## config.mk

```make
export PLATFORM = sky130hd
export DESIGN_NAME = range_sensor_trimmed_mean_tracker_flat
export DESIGN_NICKNAME = d
export VERILOG_FILES = /design/src/hdl/rstm_pkg.sv /design/src/hdl/rstm_if.sv /design/src/hdl/rstm_cfg_regs.sv /design/src/hdl/rstm_mean_unit.sv /design/src/hdl/range_sensor_trimmed_mean_tracker.sv /design/src/flat_wrapper.sv
export SDC_FILE = /design/constraint.sdc
export NUM_CORES = 2
export LEC_CHECK = 0
export BUFFER_PORTS_ARGS = -buffer_cell sky130_fd_sc_hd__buf_2
export CORE_ASPECT_RATIO = 0.5
export CORE_MARGIN = 3
export CORE_UTILIZATION = 55
export CTS_CLUSTER_DIAMETER = 120
export DETAILED_ROUTE_END_ITERATION = 6
export PLACE_DENSITY = 0.68
export SYNTH_ARGS = -nofsm -noshare
export SYNTH_HDL_FRONTEND = slang
export SYNTH_SLANG_ARGS = --single-unit
```

## constraint.sdc

```tcl
create_clock -name i_clk -period 8 [get_ports i_clk]
set_input_delay 1.2 -clock i_clk [delete_from_list [all_inputs] [get_ports i_clk]]
set_output_delay 1.2 -clock i_clk [all_outputs]
set_load 0.01 [all_outputs]
```

## src/hdl/rstm_pkg.sv

```systemverilog
// Shared types and constants of the range sensor trimmed-mean tracker.
// No dependencies; every other file of the block depends on this package.
package rstm_pkg;

    localparam int unsigned WINDOW_DEF   = 8;
    localparam int unsigned CHANNELS_DEF = 4;
    localparam int unsigned OUT_CH       = 4;
    localparam int unsigned DIST_W       = 16;
    localparam int unsigned HOLD_W       = 8;
    localparam int unsigned CFG_AW       = 5;
    localparam int unsigned CFG_DW       = 32;

    localparam logic [DIST_W-1:0] NONE_RST = 16'hFFFF;
    localparam logic [HOLD_W-1:0] HOLD_RST = 8'd4;

    // Word kinds on the input channel.
    localparam logic ACT_SAMPLE = 1'b0;
    localparam logic ACT_TICK   = 1'b1;

    // Register indexes (byte address / 4).
    localparam logic [2:0] REG_NONE_CODE = 3'd0;
    localparam logic [2:0] REG_OFF_FRONT = 3'd1;
    localparam logic [2:0] REG_OFF_LEFT  = 3'd2;
    localparam logic [2:0] REG_OFF_BACK  = 3'd3;
    localparam logic [2:0] REG_OFF_RIGHT = 3'd4;
    localparam logic [2:0] REG_HOLD      = 3'd5;

    typedef struct packed {
        logic [DIST_W-1:0]             none_code;
        logic [OUT_CH-1:0][DIST_W-1:0] offset;
        logic [HOLD_W-1:0]             hold_ticks;
    } t_cfg;

    typedef struct packed {
        logic              clr;
        logic              vld;
        logic              last;
        logic [DIST_W-1:0] dat;
    } t_mean_ctl;

    typedef struct packed {
        logic              done;
        logic [DIST_W-1:0] mean;
    } t_mean_sts;

endpackage

```

## src/hdl/rstm_if.sv

```systemverilog
// Valid/ready channel interfaces of the range sensor trimmed-mean tracker.
// Depends on rstm_pkg for the field widths.
interface rstm_in_if;
    logic                       valid;
    logic                       ready;
    logic                       action;
    logic [1:0]                 channel;
    logic [rstm_pkg::DIST_W-1:0] distance;

    modport source (output valid, action, channel, distance, input ready);
    modport sink   (input valid, action, channel, distance, output ready);
endinterface

interface rstm_out_if;
    logic                       valid;
    logic                       ready;
    logic [rstm_pkg::DIST_W-1:0] range_ch0;
    logic [rstm_pkg::DIST_W-1:0] range_ch1;
    logic [rstm_pkg::DIST_W-1:0] range_ch2;
    logic [rstm_pkg::DIST_W-1:0] range_ch3;
    logic                       fresh_ch0;
    logic                       fresh_ch1;
    logic                       fresh_ch2;
    logic                       fresh_ch3;

    modport source (output valid, range_ch0, range_ch1, range_ch2, range_ch3,
                    fresh_ch0, fresh_ch1, fresh_ch2, fresh_ch3, input ready);
    modport sink   (input valid, range_ch0, range_ch1, range_ch2, range_ch3,
                    fresh_ch0, fresh_ch1, fresh_ch2, fresh_ch3, output ready);
endinterface

```

## src/hdl/rstm_cfg_regs.sv

```systemverilog
// APB-style configuration register file of the trimmed-mean tracker.
// Depends on rstm_pkg for the register map and the t_cfg struct.
module rstm_cfg_regs (
    input  logic                        i_clk,
    input  logic                        i_rst_n,
    input  logic                        psel,
    input  logic                        penable,
    input  logic                        pwrite,
    input  logic [rstm_pkg::CFG_AW-1:0] paddr,
    input  logic [rstm_pkg::CFG_DW-1:0] pwdata,
    output logic [rstm_pkg::CFG_DW-1:0] prdata,
    output logic                        pready,
    output rstm_pkg::t_cfg              o_cfg
);
    import rstm_pkg::*;

    t_cfg       r_cfg;
    logic [2:0] reg_idx;

    assign reg_idx = paddr[4:2];
    assign pready  = 1'b1;
    assign o_cfg   = r_cfg;

    always_ff @(posedge i_clk) begin
        if (!i_rst_n) begin
            r_cfg.none_code  <= NONE_RST;
            r_cfg.offset     <= '0;
            r_cfg.hold_ticks <= HOLD_RST;
        end else if (psel && penable && pwrite) begin
            unique case (reg_idx)
                REG_NONE_CODE: r_cfg.none_code  <= pwdata[DIST_W-1:0];
                REG_OFF_FRONT: r_cfg.offset[0]  <= pwdata[DIST_W-1:0];
                REG_OFF_LEFT:  r_cfg.offset[1]  <= pwdata[DIST_W-1:0];
                REG_OFF_BACK:  r_cfg.offset[2]  <= pwdata[DIST_W-1:0];
                REG_OFF_RIGHT: r_cfg.offset[3]  <= pwdata[DIST_W-1:0];
                REG_HOLD:      r_cfg.hold_ticks <= pwdata[HOLD_W-1:0];
                default: ;
            endcase
        end
    end

    always_comb begin
        unique case (reg_idx)
            REG_NONE_CODE: prdata = CFG_DW'(r_cfg.none_code);
            REG_OFF_FRONT: prdata = CFG_DW'(r_cfg.offset[0]);
            REG_OFF_LEFT:  prdata = CFG_DW'(r_cfg.offset[1]);
            REG_OFF_BACK:  prdata = CFG_DW'(r_cfg.offset[2]);
            REG_OFF_RIGHT: prdata = CFG_DW'(r_cfg.offset[3]);
            REG_HOLD:      prdata = CFG_DW'(r_cfg.hold_ticks);
            default:       prdata = '0;
        endcase
    end

endmodule

```

## src/hdl/rstm_mean_unit.sv

```systemverilog
// Shared mean unit: accumulates sum, max and min of a window streamed in,
// trims if WINDOW > 3, then divides by the constant entry count with one
// reciprocal multiply. Depends on rstm_pkg for the control and status structs.
module rstm_mean_unit #(
    parameter int unsigned WINDOW = rstm_pkg::WINDOW_DEF
) (
    input  logic                  i_clk,
    input  logic                  i_rst_n,
    input  rstm_pkg::t_mean_ctl   i_ctl,
    output rstm_pkg::t_mean_sts   o_sts
);
    import rstm_pkg::*;

    localparam int unsigned SW    = DIST_W + $clog2(WINDOW + 1);
    localparam bit          TRIM  = (WINDOW > 3);
    localparam int unsigned DIV   = TRIM ? (WINDOW - 2) : WINDOW;
    localparam int unsigned DIV_L = $clog2(DIV);
    localparam int unsigned SHIFT = SW + DIV_L;
    localparam int unsigned PW    = 2 * SW + 1;
    // Rounded-up reciprocal: the floor quotient is exact for every sum below 2**SW.
    localparam logic [SW:0] RECIP = (SW + 1)'((64'd1 << SHIFT) / 64'(DIV) + 64'd1);

    typedef enum logic [1:0] {M_ACC, M_TRIM, M_MUL} t_mstate;

    t_mstate           r_state;
    logic [SW-1:0]     r_sum;
    logic [DIST_W-1:0] r_hi;
    logic [DIST_W-1:0] r_lo;
    logic [DIST_W-1:0] r_q;
    logic              r_done;
    logic [PW-1:0]     prod;

    assign o_sts.done = r_done;
    assign o_sts.mean = r_q;
    assign prod       = PW'(r_sum) * PW'(RECIP);

    always_ff @(posedge i_clk) begin
        if (!i_rst_n) begin
            r_state <= M_ACC;
            r_done  <= 1'b0;
        end else begin
            r_done <= (r_state == M_MUL);
            unique case (r_state)
                M_ACC: begin
                    if (i_ctl.clr) begin
                        r_sum <= '0;
                        r_hi  <= '0;
                        r_lo  <= '1;
                    end else if (i_ctl.vld) begin
                        r_sum <= r_sum + SW'(i_ctl.dat);
                        if (i_ctl.dat > r_hi) r_hi <= i_ctl.dat;
                        if (i_ctl.dat < r_lo) r_lo <= i_ctl.dat;
                        if (i_ctl.last) r_state <= M_TRIM;
                    end
                end
                M_TRIM: begin
                    if (TRIM) r_sum <= r_sum - SW'(r_hi) - SW'(r_lo);
                    r_state <= M_MUL;
                end
                M_MUL: begin
                    r_q     <= prod[SHIFT +: DIST_W];
                    r_state <= M_ACC;
                end
                default: r_state <= M_ACC;
            endcase
        end
    end

endmodule

```

## src/hdl/range_sensor_trimmed_mean_tracker.sv

```systemverilog
// Range sensor trimmed-mean tracker. Each input word is a distance sample
// for one channel or a time tick; each word yields one output word with the
// reported range and fresh flag of all four channels. A tick, or a sample
// that does not complete its channel's window, passes from the update state
// to the finish state, which loads the output register. A sample that
// completes the window goes from the update state through the scan state,
// where the window is read back one entry a cycle through the single read
// port of the window memory, and the mean state, where the shared mean unit
// trims (for windows of more than three entries) and divides by the constant
// entry count with one reciprocal multiply, on to the finish state. The
// input is not ready while a word is in work; a finished word waits in the
// output register while the next input word is taken, and a word that
// finds the output register still full waits until it drains. The window
// memory is not cleared at reset; a mean is formed only after a channel has
// filled every slot of its window, so no clearing pass is needed.
module range_sensor_trimmed_mean_tracker #(
    parameter int unsigned WINDOW   = rstm_pkg::WINDOW_DEF,
    parameter int unsigned CHANNELS = rstm_pkg::CHANNELS_DEF
) (
    input  logic                        i_clk,
    input  logic                        i_rst_n,
    rstm_in_if.sink                     i_in,
    rstm_out_if.source                  o_out,
    input  logic                        psel,
    input  logic                        penable,
    input  logic                        pwrite,
    input  logic [rstm_pkg::CFG_AW-1:0] paddr,
    input  logic [rstm_pkg::CFG_DW-1:0] pwdata,
    output logic [rstm_pkg::CFG_DW-1:0] prdata,
    output logic                        pready
);
    import rstm_pkg::*;

    localparam int unsigned CW        = (CHANNELS > 1) ? $clog2(CHANNELS) : 1;
    localparam int unsigned SLW       = (WINDOW > 1) ? $clog2(WINDOW) : 1;
    localparam int unsigned AW        = CW + SLW;
    localparam int unsigned MEM_DEPTH = 2 ** AW;
    localparam logic [SLW-1:0] K_LAST = SLW'(WINDOW - 1);

    typedef enum logic [2:0] {S_IDLE, S_UPD, S_SCAN, S_MEAN, S_FIN} t_state;

    t_cfg      cfg;
    t_mean_ctl mean_ctl;
    t_mean_sts mean_sts;

    t_state            r_state;
    logic              r_act;
    logic [1:0]        r_chan;
    logic [DIST_W-1:0] r_dist;
    logic [SLW-1:0]    r_k;
    logic              r_rd_vld;
    logic              r_rd_last;
    logic [DIST_W-1:0] r_rd_dat;
    logic [DIST_W-1:0] r_win_mem [MEM_DEPTH];

    logic [SLW-1:0]    r_slot  [CHANNELS];
    logic              r_fresh [CHANNELS];
    logic [HOLD_W-1:0] r_hold  [CHANNELS];
    logic [DIST_W-1:0] r_rep   [CHANNELS];
    logic [DIST_W-1:0] n_rep   [CHANNELS];

    logic              r_out_vld;
    logic [DIST_W-1:0] r_out_rng [OUT_CH];
    logic              r_out_frs [OUT_CH];
    logic [DIST_W-1:0] w_out_rng [OUT_CH];
    logic              w_out_frs [OUT_CH];

    logic [CW-1:0]     ch_idx;
    logic              ch_ok;
    logic [DIST_W-1:0] off;
    logic [DIST_W-1:0] adj;
    logic [SLW-1:0]    cur_slot;
    logic              wrap;
    logic              is_sample;
    logic              mem_we;
    logic              out_load;

    rstm_cfg_regs u_cfg (
        .i_clk   (i_clk),
        .i_rst_n (i_rst_n),
        .psel    (psel),
        .penable (penable),
        .pwrite  (pwrite),
        .paddr   (paddr),
        .pwdata  (pwdata),
        .prdata  (prdata),
        .pready  (pready),
        .o_cfg   (cfg)
    );

    rstm_mean_unit #(.WINDOW(WINDOW)) u_mean (
        .i_clk   (i_clk),
        .i_rst_n (i_rst_n),
        .i_ctl   (mean_ctl),
        .o_sts   (mean_sts)
    );

    assign ch_idx    = CW'(r_chan);
    assign ch_ok     = (32'(r_chan) < CHANNELS);
    assign is_sample = (r_act == ACT_SAMPLE);
    assign off       = cfg.offset[r_chan];
    assign cur_slot  = r_slot[ch_idx];
    assign wrap      = (cur_slot == K_LAST);
    assign mem_we    = (r_state == S_UPD) && is_sample && ch_ok;
    assign out_load  = (r_state == S_FIN) && (!r_out_vld || o_out.ready);

    // Below the offset clamps to zero first; codes at or above none pass as is.
    always_comb begin
        if (r_dist < off) begin
            adj = '0;
        end else if (r_dist < cfg.none_code) begin
            adj = r_dist - off;
        end else begin
            adj = r_dist;
        end
    end

    always_comb begin
        for (int c = 0; c < CHANNELS; c++) begin
            n_rep[c] = r_fresh[c] ? r_rep[c] : cfg.none_code;
        end
    end

    assign mean_ctl.clr  = mem_we && wrap;
    assign mean_ctl.vld  = r_rd_vld;
    assign mean_ctl.last = r_rd_last;
    assign mean_ctl.dat  = r_rd_dat;

    always_ff @(posedge i_clk) begin
        if (mem_we) r_win_mem[{ch_idx, cur_slot}] <= adj;
        r_rd_dat <= r_win_mem[{ch_idx, r_k}];
    end

    for (genvar g = 0; g < OUT_CH; g++) begin : g_out
        if (g < CHANNELS) begin : g_live
            assign w_out_rng[g] = n_rep[g];
            assign w_out_frs[g] = r_fresh[g];
        end else begin : g_tied
            assign w_out_rng[g] = '0;
            assign w_out_frs[g] = 1'b0;
        end
    end

    always_ff @(posedge i_clk) begin
        if (!i_rst_n) begin
            r_state   <= S_IDLE;
            r_out_vld <= 1'b0;
            r_rd_vld  <= 1'b0;
            r_rd_last <= 1'b0;
            r_k       <= '0;
            for (int c = 0; c < CHANNELS; c++) begin
                r_slot[c]  <= '0;
                r_fresh[c] <= 1'b0;
                r_hold[c]  <= '0;
                r_rep[c]   <= '0;
            end
        end else begin
            if (out_load) r_out_vld <= 1'b1;
            else if (o_out.ready) r_out_vld <= 1'b0;
            r_rd_vld  <= (r_state == S_SCAN);
            r_rd_last <= (r_state == S_SCAN) && (r_k == K_LAST);
            unique case (r_state)
                S_IDLE: begin
                    if (i_in.valid) begin
                        r_act   <= i_in.action;
                        r_chan  <= i_in.channel;
                        r_dist  <= i_in.distance;
                        r_state <= S_UPD;
                    end
                end
                S_UPD: begin
                    if (is_sample) begin
                        if (ch_ok) begin
                            r_fresh[ch_idx] <= 1'b1;
                            r_hold[ch_idx]  <= cfg.hold_ticks;
                            r_slot[ch_idx]  <= wrap ? '0 : cur_slot + 1'b1;
                        end
                        if (ch_ok && wrap) begin
                            r_k     <= '0;
                            r_state <= S_SCAN;
                        end else begin
                            r_state <= S_FIN;
                        end
                    end else begin
                        for (int c = 0; c < CHANNELS; c++) begin
                            if (r_hold[c] != '0) begin
                                r_hold[c] <= r_hold[c] - 1'b1;
                                if (r_hold[c] == HOLD_W'(1)) r_fresh[c] <= 1'b0;
                            end
                        end
                        r_state <= S_FIN;
                    end
                end
                S_SCAN: begin
                    r_k <= r_k + 1'b1;
                    if (r_k == K_LAST) r_state <= S_MEAN;
                end
                S_MEAN: begin
                    if (mean_sts.done) begin
                        r_rep[ch_idx] <= mean_sts.mean;
                        r_state       <= S_FIN;
                    end
                end
                S_FIN: begin
                    // Stale channels take the current none code into their state.
                    if (out_load) begin
                        for (int c = 0; c < CHANNELS; c++) begin
                            r_rep[c] <= n_rep[c];
                        end
                        for (int c = 0; c < OUT_CH; c++) begin
                            r_out_rng[c] <= w_out_rng[c];
                            r_out_frs[c] <= w_out_frs[c];
                        end
                        r_state <= S_IDLE;
                    end
                end
                default: r_state <= S_IDLE;
            endcase
        end
    end

    assign i_in.ready      = (r_state == S_IDLE);
    assign o_out.valid     = r_out_vld;
    assign o_out.range_ch0 = r_out_rng[0];
    assign o_out.range_ch1 = r_out_rng[1];
    assign o_out.range_ch2 = r_out_rng[2];
    assign o_out.range_ch3 = r_out_rng[3];
    assign o_out.fresh_ch0 = r_out_frs[0];
    assign o_out.fresh_ch1 = r_out_frs[1];
    assign o_out.fresh_ch2 = r_out_frs[2];
    assign o_out.fresh_ch3 = r_out_frs[3];

endmodule

```

## src/flat_wrapper.sv

```systemverilog
// flat-port wrapper written by rule: the top's interface ports become plain ports
module range_sensor_trimmed_mean_tracker_flat import rstm_pkg::*;
#(
    parameter int unsigned WINDOW   = rstm_pkg::WINDOW_DEF,
    parameter int unsigned CHANNELS = rstm_pkg::CHANNELS_DEF
)
  (i_clk, i_rst_n, psel, penable, pwrite, paddr, pwdata, prdata, pready, i_in_valid, i_in_action, i_in_channel, i_in_distance, i_in_ready, o_out_valid, o_out_range_ch0, o_out_range_ch1, o_out_range_ch2, o_out_range_ch3, o_out_fresh_ch0, o_out_fresh_ch1, o_out_fresh_ch2, o_out_fresh_ch3, o_out_ready);
  rstm_in_if i_in_i ();
  rstm_out_if o_out_i ();
  input  logic i_clk;
  input  logic i_rst_n;
  input  logic psel;
  input  logic penable;
  input  logic pwrite;
  input  logic [rstm_pkg::CFG_AW-1:0] paddr;
  input  logic [rstm_pkg::CFG_DW-1:0] pwdata;
  output logic [rstm_pkg::CFG_DW-1:0] prdata;
  output logic pready;
  input wire logic [$bits(i_in_i.valid)-1:0] i_in_valid;
  input wire logic [$bits(i_in_i.action)-1:0] i_in_action;
  input wire logic [$bits(i_in_i.channel)-1:0] i_in_channel;
  input wire logic [$bits(i_in_i.distance)-1:0] i_in_distance;
  output wire logic [$bits(i_in_i.ready)-1:0] i_in_ready;
  output wire logic [$bits(o_out_i.valid)-1:0] o_out_valid;
  output wire logic [$bits(o_out_i.range_ch0)-1:0] o_out_range_ch0;
  output wire logic [$bits(o_out_i.range_ch1)-1:0] o_out_range_ch1;
  output wire logic [$bits(o_out_i.range_ch2)-1:0] o_out_range_ch2;
  output wire logic [$bits(o_out_i.range_ch3)-1:0] o_out_range_ch3;
  output wire logic [$bits(o_out_i.fresh_ch0)-1:0] o_out_fresh_ch0;
  output wire logic [$bits(o_out_i.fresh_ch1)-1:0] o_out_fresh_ch1;
  output wire logic [$bits(o_out_i.fresh_ch2)-1:0] o_out_fresh_ch2;
  output wire logic [$bits(o_out_i.fresh_ch3)-1:0] o_out_fresh_ch3;
  input wire logic [$bits(o_out_i.ready)-1:0] o_out_ready;
  assign i_in_i.valid = i_in_valid;
  assign i_in_i.action = i_in_action;
  assign i_in_i.channel = i_in_channel;
  assign i_in_i.distance = i_in_distance;
  assign i_in_ready = i_in_i.ready;
  assign o_out_valid = o_out_i.valid;
  assign o_out_range_ch0 = o_out_i.range_ch0;
  assign o_out_range_ch1 = o_out_i.range_ch1;
  assign o_out_range_ch2 = o_out_i.range_ch2;
  assign o_out_range_ch3 = o_out_i.range_ch3;
  assign o_out_fresh_ch0 = o_out_i.fresh_ch0;
  assign o_out_fresh_ch1 = o_out_i.fresh_ch1;
  assign o_out_fresh_ch2 = o_out_i.fresh_ch2;
  assign o_out_fresh_ch3 = o_out_i.fresh_ch3;
  assign o_out_i.ready = o_out_ready;
  range_sensor_trimmed_mean_tracker #(.WINDOW(WINDOW), .CHANNELS(CHANNELS)) u_core (.i_clk(i_clk), .i_rst_n(i_rst_n), .i_in(i_in_i), .o_out(o_out_i), .psel(psel), .penable(penable), .pwrite(pwrite), .paddr(paddr), .pwdata(pwdata), .prdata(prdata), .pready(pready));
endmodule
```

==> results.toml <==
[outcome]
status = "finished, final reports clean"

[logic_synthesis]
synth-async-reset-ratio_pct = 0
synthFlopType = "edfxtp_1"
avgSynthCellArea_um2 = 13.81
yosysTopAreaCell = "edfxtp_1"
syn_area_um2 = 46670
yosys_register_bits = 897
synth_area_leaders = "edfxtp_1 (50%), mux4_2 (8.7%), ha_1 (7.9%)"
synthDistinctLibCells = 78
synth-edff-count = 775
synthCells = 3380
yosysSeqAreaShare_pct = 55.10
synth_top_area_share_pct = 49.87
ys_warn_count = 0

[worst_setup_path]
crit_arrival_ns = 7.23
slowest_stage = "edfxtp_1"
crit_buf_inv = 1
cpPeakStageDelay_ns = 0.63
reg2reg_depth = 20
cp_max_fo = 12
crit_required_ns = 8.41
crit-reg2reg-launch = "u_core.u_mean.r_sum[1]$_DFFE_PP_"
path_class = "reg -> reg"
cp-start-kind = "flop"
rrSetupSlack_ns = 1.17
path_delay_family = "adder cells"
path_cells = "ha_1 -> xor2_1 -> ha_1 -> nor2_1 -> fa_1 -> inv_1 -> fa_1 -> fa_1 -> fa_1 -> ha_1 -> ha_1 -> o21a_1 -> o2bb2ai_1 -> a31o_2 -> a211oi_2 -> o21ai_1 -> a211o_1 -> a31oi_2 -> a311oi_1 -> xnor2_1"
timing.rr.end = "u_core.u_mean.r_q[15]$_DFFE_PP_"
cp-end-kind = "flop"

[cells_and_area]
area_growth_syn_to_layout_pct = 10.06
regArea_um2 = 25720
multi_input_area_um2 = 19220
finalNonFillerCells = 4703
drive_gt1_share_pct = 16.26
final_net_count = 4041
nFillCells = 6196

[timing]
fin_crit_sh_pct = 85.34
hold_viol_final = 0
rsz0062_at_grt = "no"
drv_slew = 0
fmax_ghz = 0.1465
final.setup_skew_ns = 0.05672
setup_viol = 0
worst_pin_slew_ns = 1.345
relSlewSlack_pct = 10.23
setup_tns_ns = 0
period_needed_ns = 6.828

[grt]
grt_pass1_vias = 27850
grt_pass1_wl_um = 168100
grt_max_degree = 102
gr-total-overflow = 0
globalRouteTotalUtil_pct = 25.28
antenna_found_initial = 4

[detailed_routing]
ant_nets = 0
vias = 28070
drt_iter0_drc = 2991
drc = 0
via_per_inst = 5.968
first_pass_iters = 6
wl_um = 110700
wl_per_cell_um = 23.53

[floorplanning]
ioPinCount = 166
initial_core_util_pct = 56.32
design.core.area_um2 = 82870
dieWidth_um = 418.0
die_area_um2 = 88600
rows = 74
die_h_um = 212.0

[power_and_ir_drop]
p_per_area_nw_per_um2 = 194.7
p_leak_nw = 19.14
ir_worst_vdd_mv = 0.1478

[run]
drv_cap = 0

[min_path]
holdCritStartpoint = "u_core.r_rd_last$_SDFF_PN0_"
min_delay_path_depth = 1
hold_class = "reg -> reg"
whs_endpoint = "u_core.u_mean.r_state[0]$_SDFFE_PN0P_"

[clock_network]
clk_pin_slew_worst_paths_ns = 0.06
clkLatencyLatePin_ns = 0.68
clock_path_buffers = 3
h-tree-depth = 3
cts_sinks = 897
cts_setup_buffers = 0
hold_buffers = 0
cts_tree = "yes"
cts_root_buf = "clkbuf_16"
cts_made_buffers = 79
ctsResizeCount = 0

[placement]
routabilityCongestion = 0.8941
place_inst = 4551
place_hpwl_um = 75040
portBuffers = 130
## sequential cells by signal (all words and copies together) (netlist names), 12 cells and up, named ones only
| name | count |
|---|---|
| u_core.r_rd_dat | 16 |
| u_core.r_win_mem | 512 |
| u_core.u_mean.r_sum | 20 |
| u_core.r_slot | 12 |
| u_core.u_cfg.o_cfg | 88 |
| u_core.u_mean.r_hi | 16 |
| u_core.r_out_rng | 64 |
| u_core.u_mean.r_q | 16 |
| u_core.u_mean.r_lo | 16 |
| u_core.r_rep | 64 |
| u_core.r_dist | 16 |
| u_core.r_hold | 32 |
## where the power goes
group / internal, W / leakage (nW) / switching, W
sequential: 0.00525 / 8.08 / 0.0000594
combinational: 0.000326 / 9.80 / 0.000566
clock: 0.00206 / 1.26 / 0.00174
## placed cells by master, fill, tap and decap left out, types with 70 or more instances in the layout
master | synthesis | routed
o21ai_0 | 138 | 132
mux4_2 | 180 | 180
ha_1 | 293 | 293
nor2_1 | 125 | 110
dfxtp_1 | 122 | 119
inv_1 | 340 | 339
edfxtp_1 | 775 | 775
nand2_1 | 319 | 319
a21boi_0 | 70 | 70
fa_1 | 152 | 152
buf_2 | 12 | 129
clkbuf_16 | 0 | 83
## how the worst max path moves through the flow
stage / start / end / slack, ns / cells after the start
2_1_floorplan: u_core.u_mean.r_sum[11]$_DFFE_PP_ / u_core.u_mean.r_q[15]$_DFFE_PP_ / 2.20 / 20
4_1_cts: u_core.u_mean.r_sum[1]$_DFFE_PP_ / u_core.u_mean.r_q[15]$_DFFE_PP_ / 1.17 / 20
3_3_place_gp: u_core.u_mean.r_sum[1]$_DFFE_PP_ / u_core.u_mean.r_q[15]$_DFFE_PP_ / 1.23 / 20
5_1_grt: u_core.u_mean.r_sum[1]$_DFFE_PP_ / u_core.u_mean.r_q[15]$_DFFE_PP_ / 0.90 / 20
3_5_place_dp: u_core.u_mean.r_sum[1]$_DFFE_PP_ / u_core.u_mean.r_q[15]$_DFFE_PP_ / 1.17 / 20
6_report: u_core.u_mean.r_sum[1]$_DFFE_PP_ / u_core.u_mean.r_q[15]$_DFFE_PP_ / 1.17 / 20
## per-stage QoR
| stage | util [%] | hold WS, ns | worst slack, ns | power [W] | cell area, um2 |
|---|---|---|---|---|---|
| floorplan | - | 0.4421 | 2.204 | 0.005988 | 46730 |
| CTS | 61.91 | 0.4640 | 1.174 | 0.01006 | 51310 |
| global route | 61.97 | 0.4792 | 0.9048 | 0.01037 | 51360 |
| global placement | 58.81 | 0.4492 | 1.228 | 0.006257 | 48730 |
| detailed placement | 58.81 | 0.4517 | 1.174 | 0.006288 | 48730 |
| finish | 61.98 | 0.4623 | 1.172 | 0.01000 | 51360 |
## per-layer routing
metal	GRT usage (%)	vias to the layer above	wire length (um)
li1	-	12690	-
met1	37.83	14210	50090
met2	38.70	1023	50140
met3	4.915	141	8033
met4	6.019	2	2387
met5	0	-	13
## cells by family (layout without fill, tap and decap cells)
logic type,Yosys count,in the layout,share of synthesized area (%)
AND/OR/NAND/NOR,691,691,6.812
multiplexers,253,253,10.31
AO/OA/AOI/OAI,525,525,7.676
other,2,20,0.01609
adder cells (fa/ha/maj),445,445,14.38
XOR/XNOR,87,87,1.633
buffers and inverters,480,683,4.078
flip-flops,897,897,55.10
## layout make-up
cell class              count  area share (%)
flip-flops and latches    897           50.08
clock inverters            45          0.7503
repair buffers            196           2.304
multi-input cells        2018           37.41
clock buffers             101           4.256
diodes                      3         0.01462
inverters                 341           2.497
well taps                1102           2.684
## worst reg2reg max path, cell delays in order (launching register included)
cell and delay (ns):
edfxtp_1 0.63, ha_1 0.45, xor2_1 0.47, ha_1 0.25, nor2_1 0.06, fa_1 0.55
inv_1 0.05, fa_1 0.50, fa_1 0.43, fa_1 0.38, ha_1 0.37, ha_1 0.42
o21a_1 0.18, o2bb2ai_1 0.09, a31o_2 0.24, a211oi_2 0.43, o21ai_1 0.18, a211o_1 0.37
a31oi_2 0.23, a311oi_1 0.15, xnor2_1 0.14
## cells in the mapped netlist, drive strengths merged (56+ instances only)
cell type	number
inv	341
a21boi	71
mux4	180
fa	152
o21ai	143
ha	293
nand2	319
a21oi	68
nor2	125
a22o	65
edfxtp	775
clkbuf	94
dfxtp	122
xnor2	56
Power figures use the tool's default switching activity.
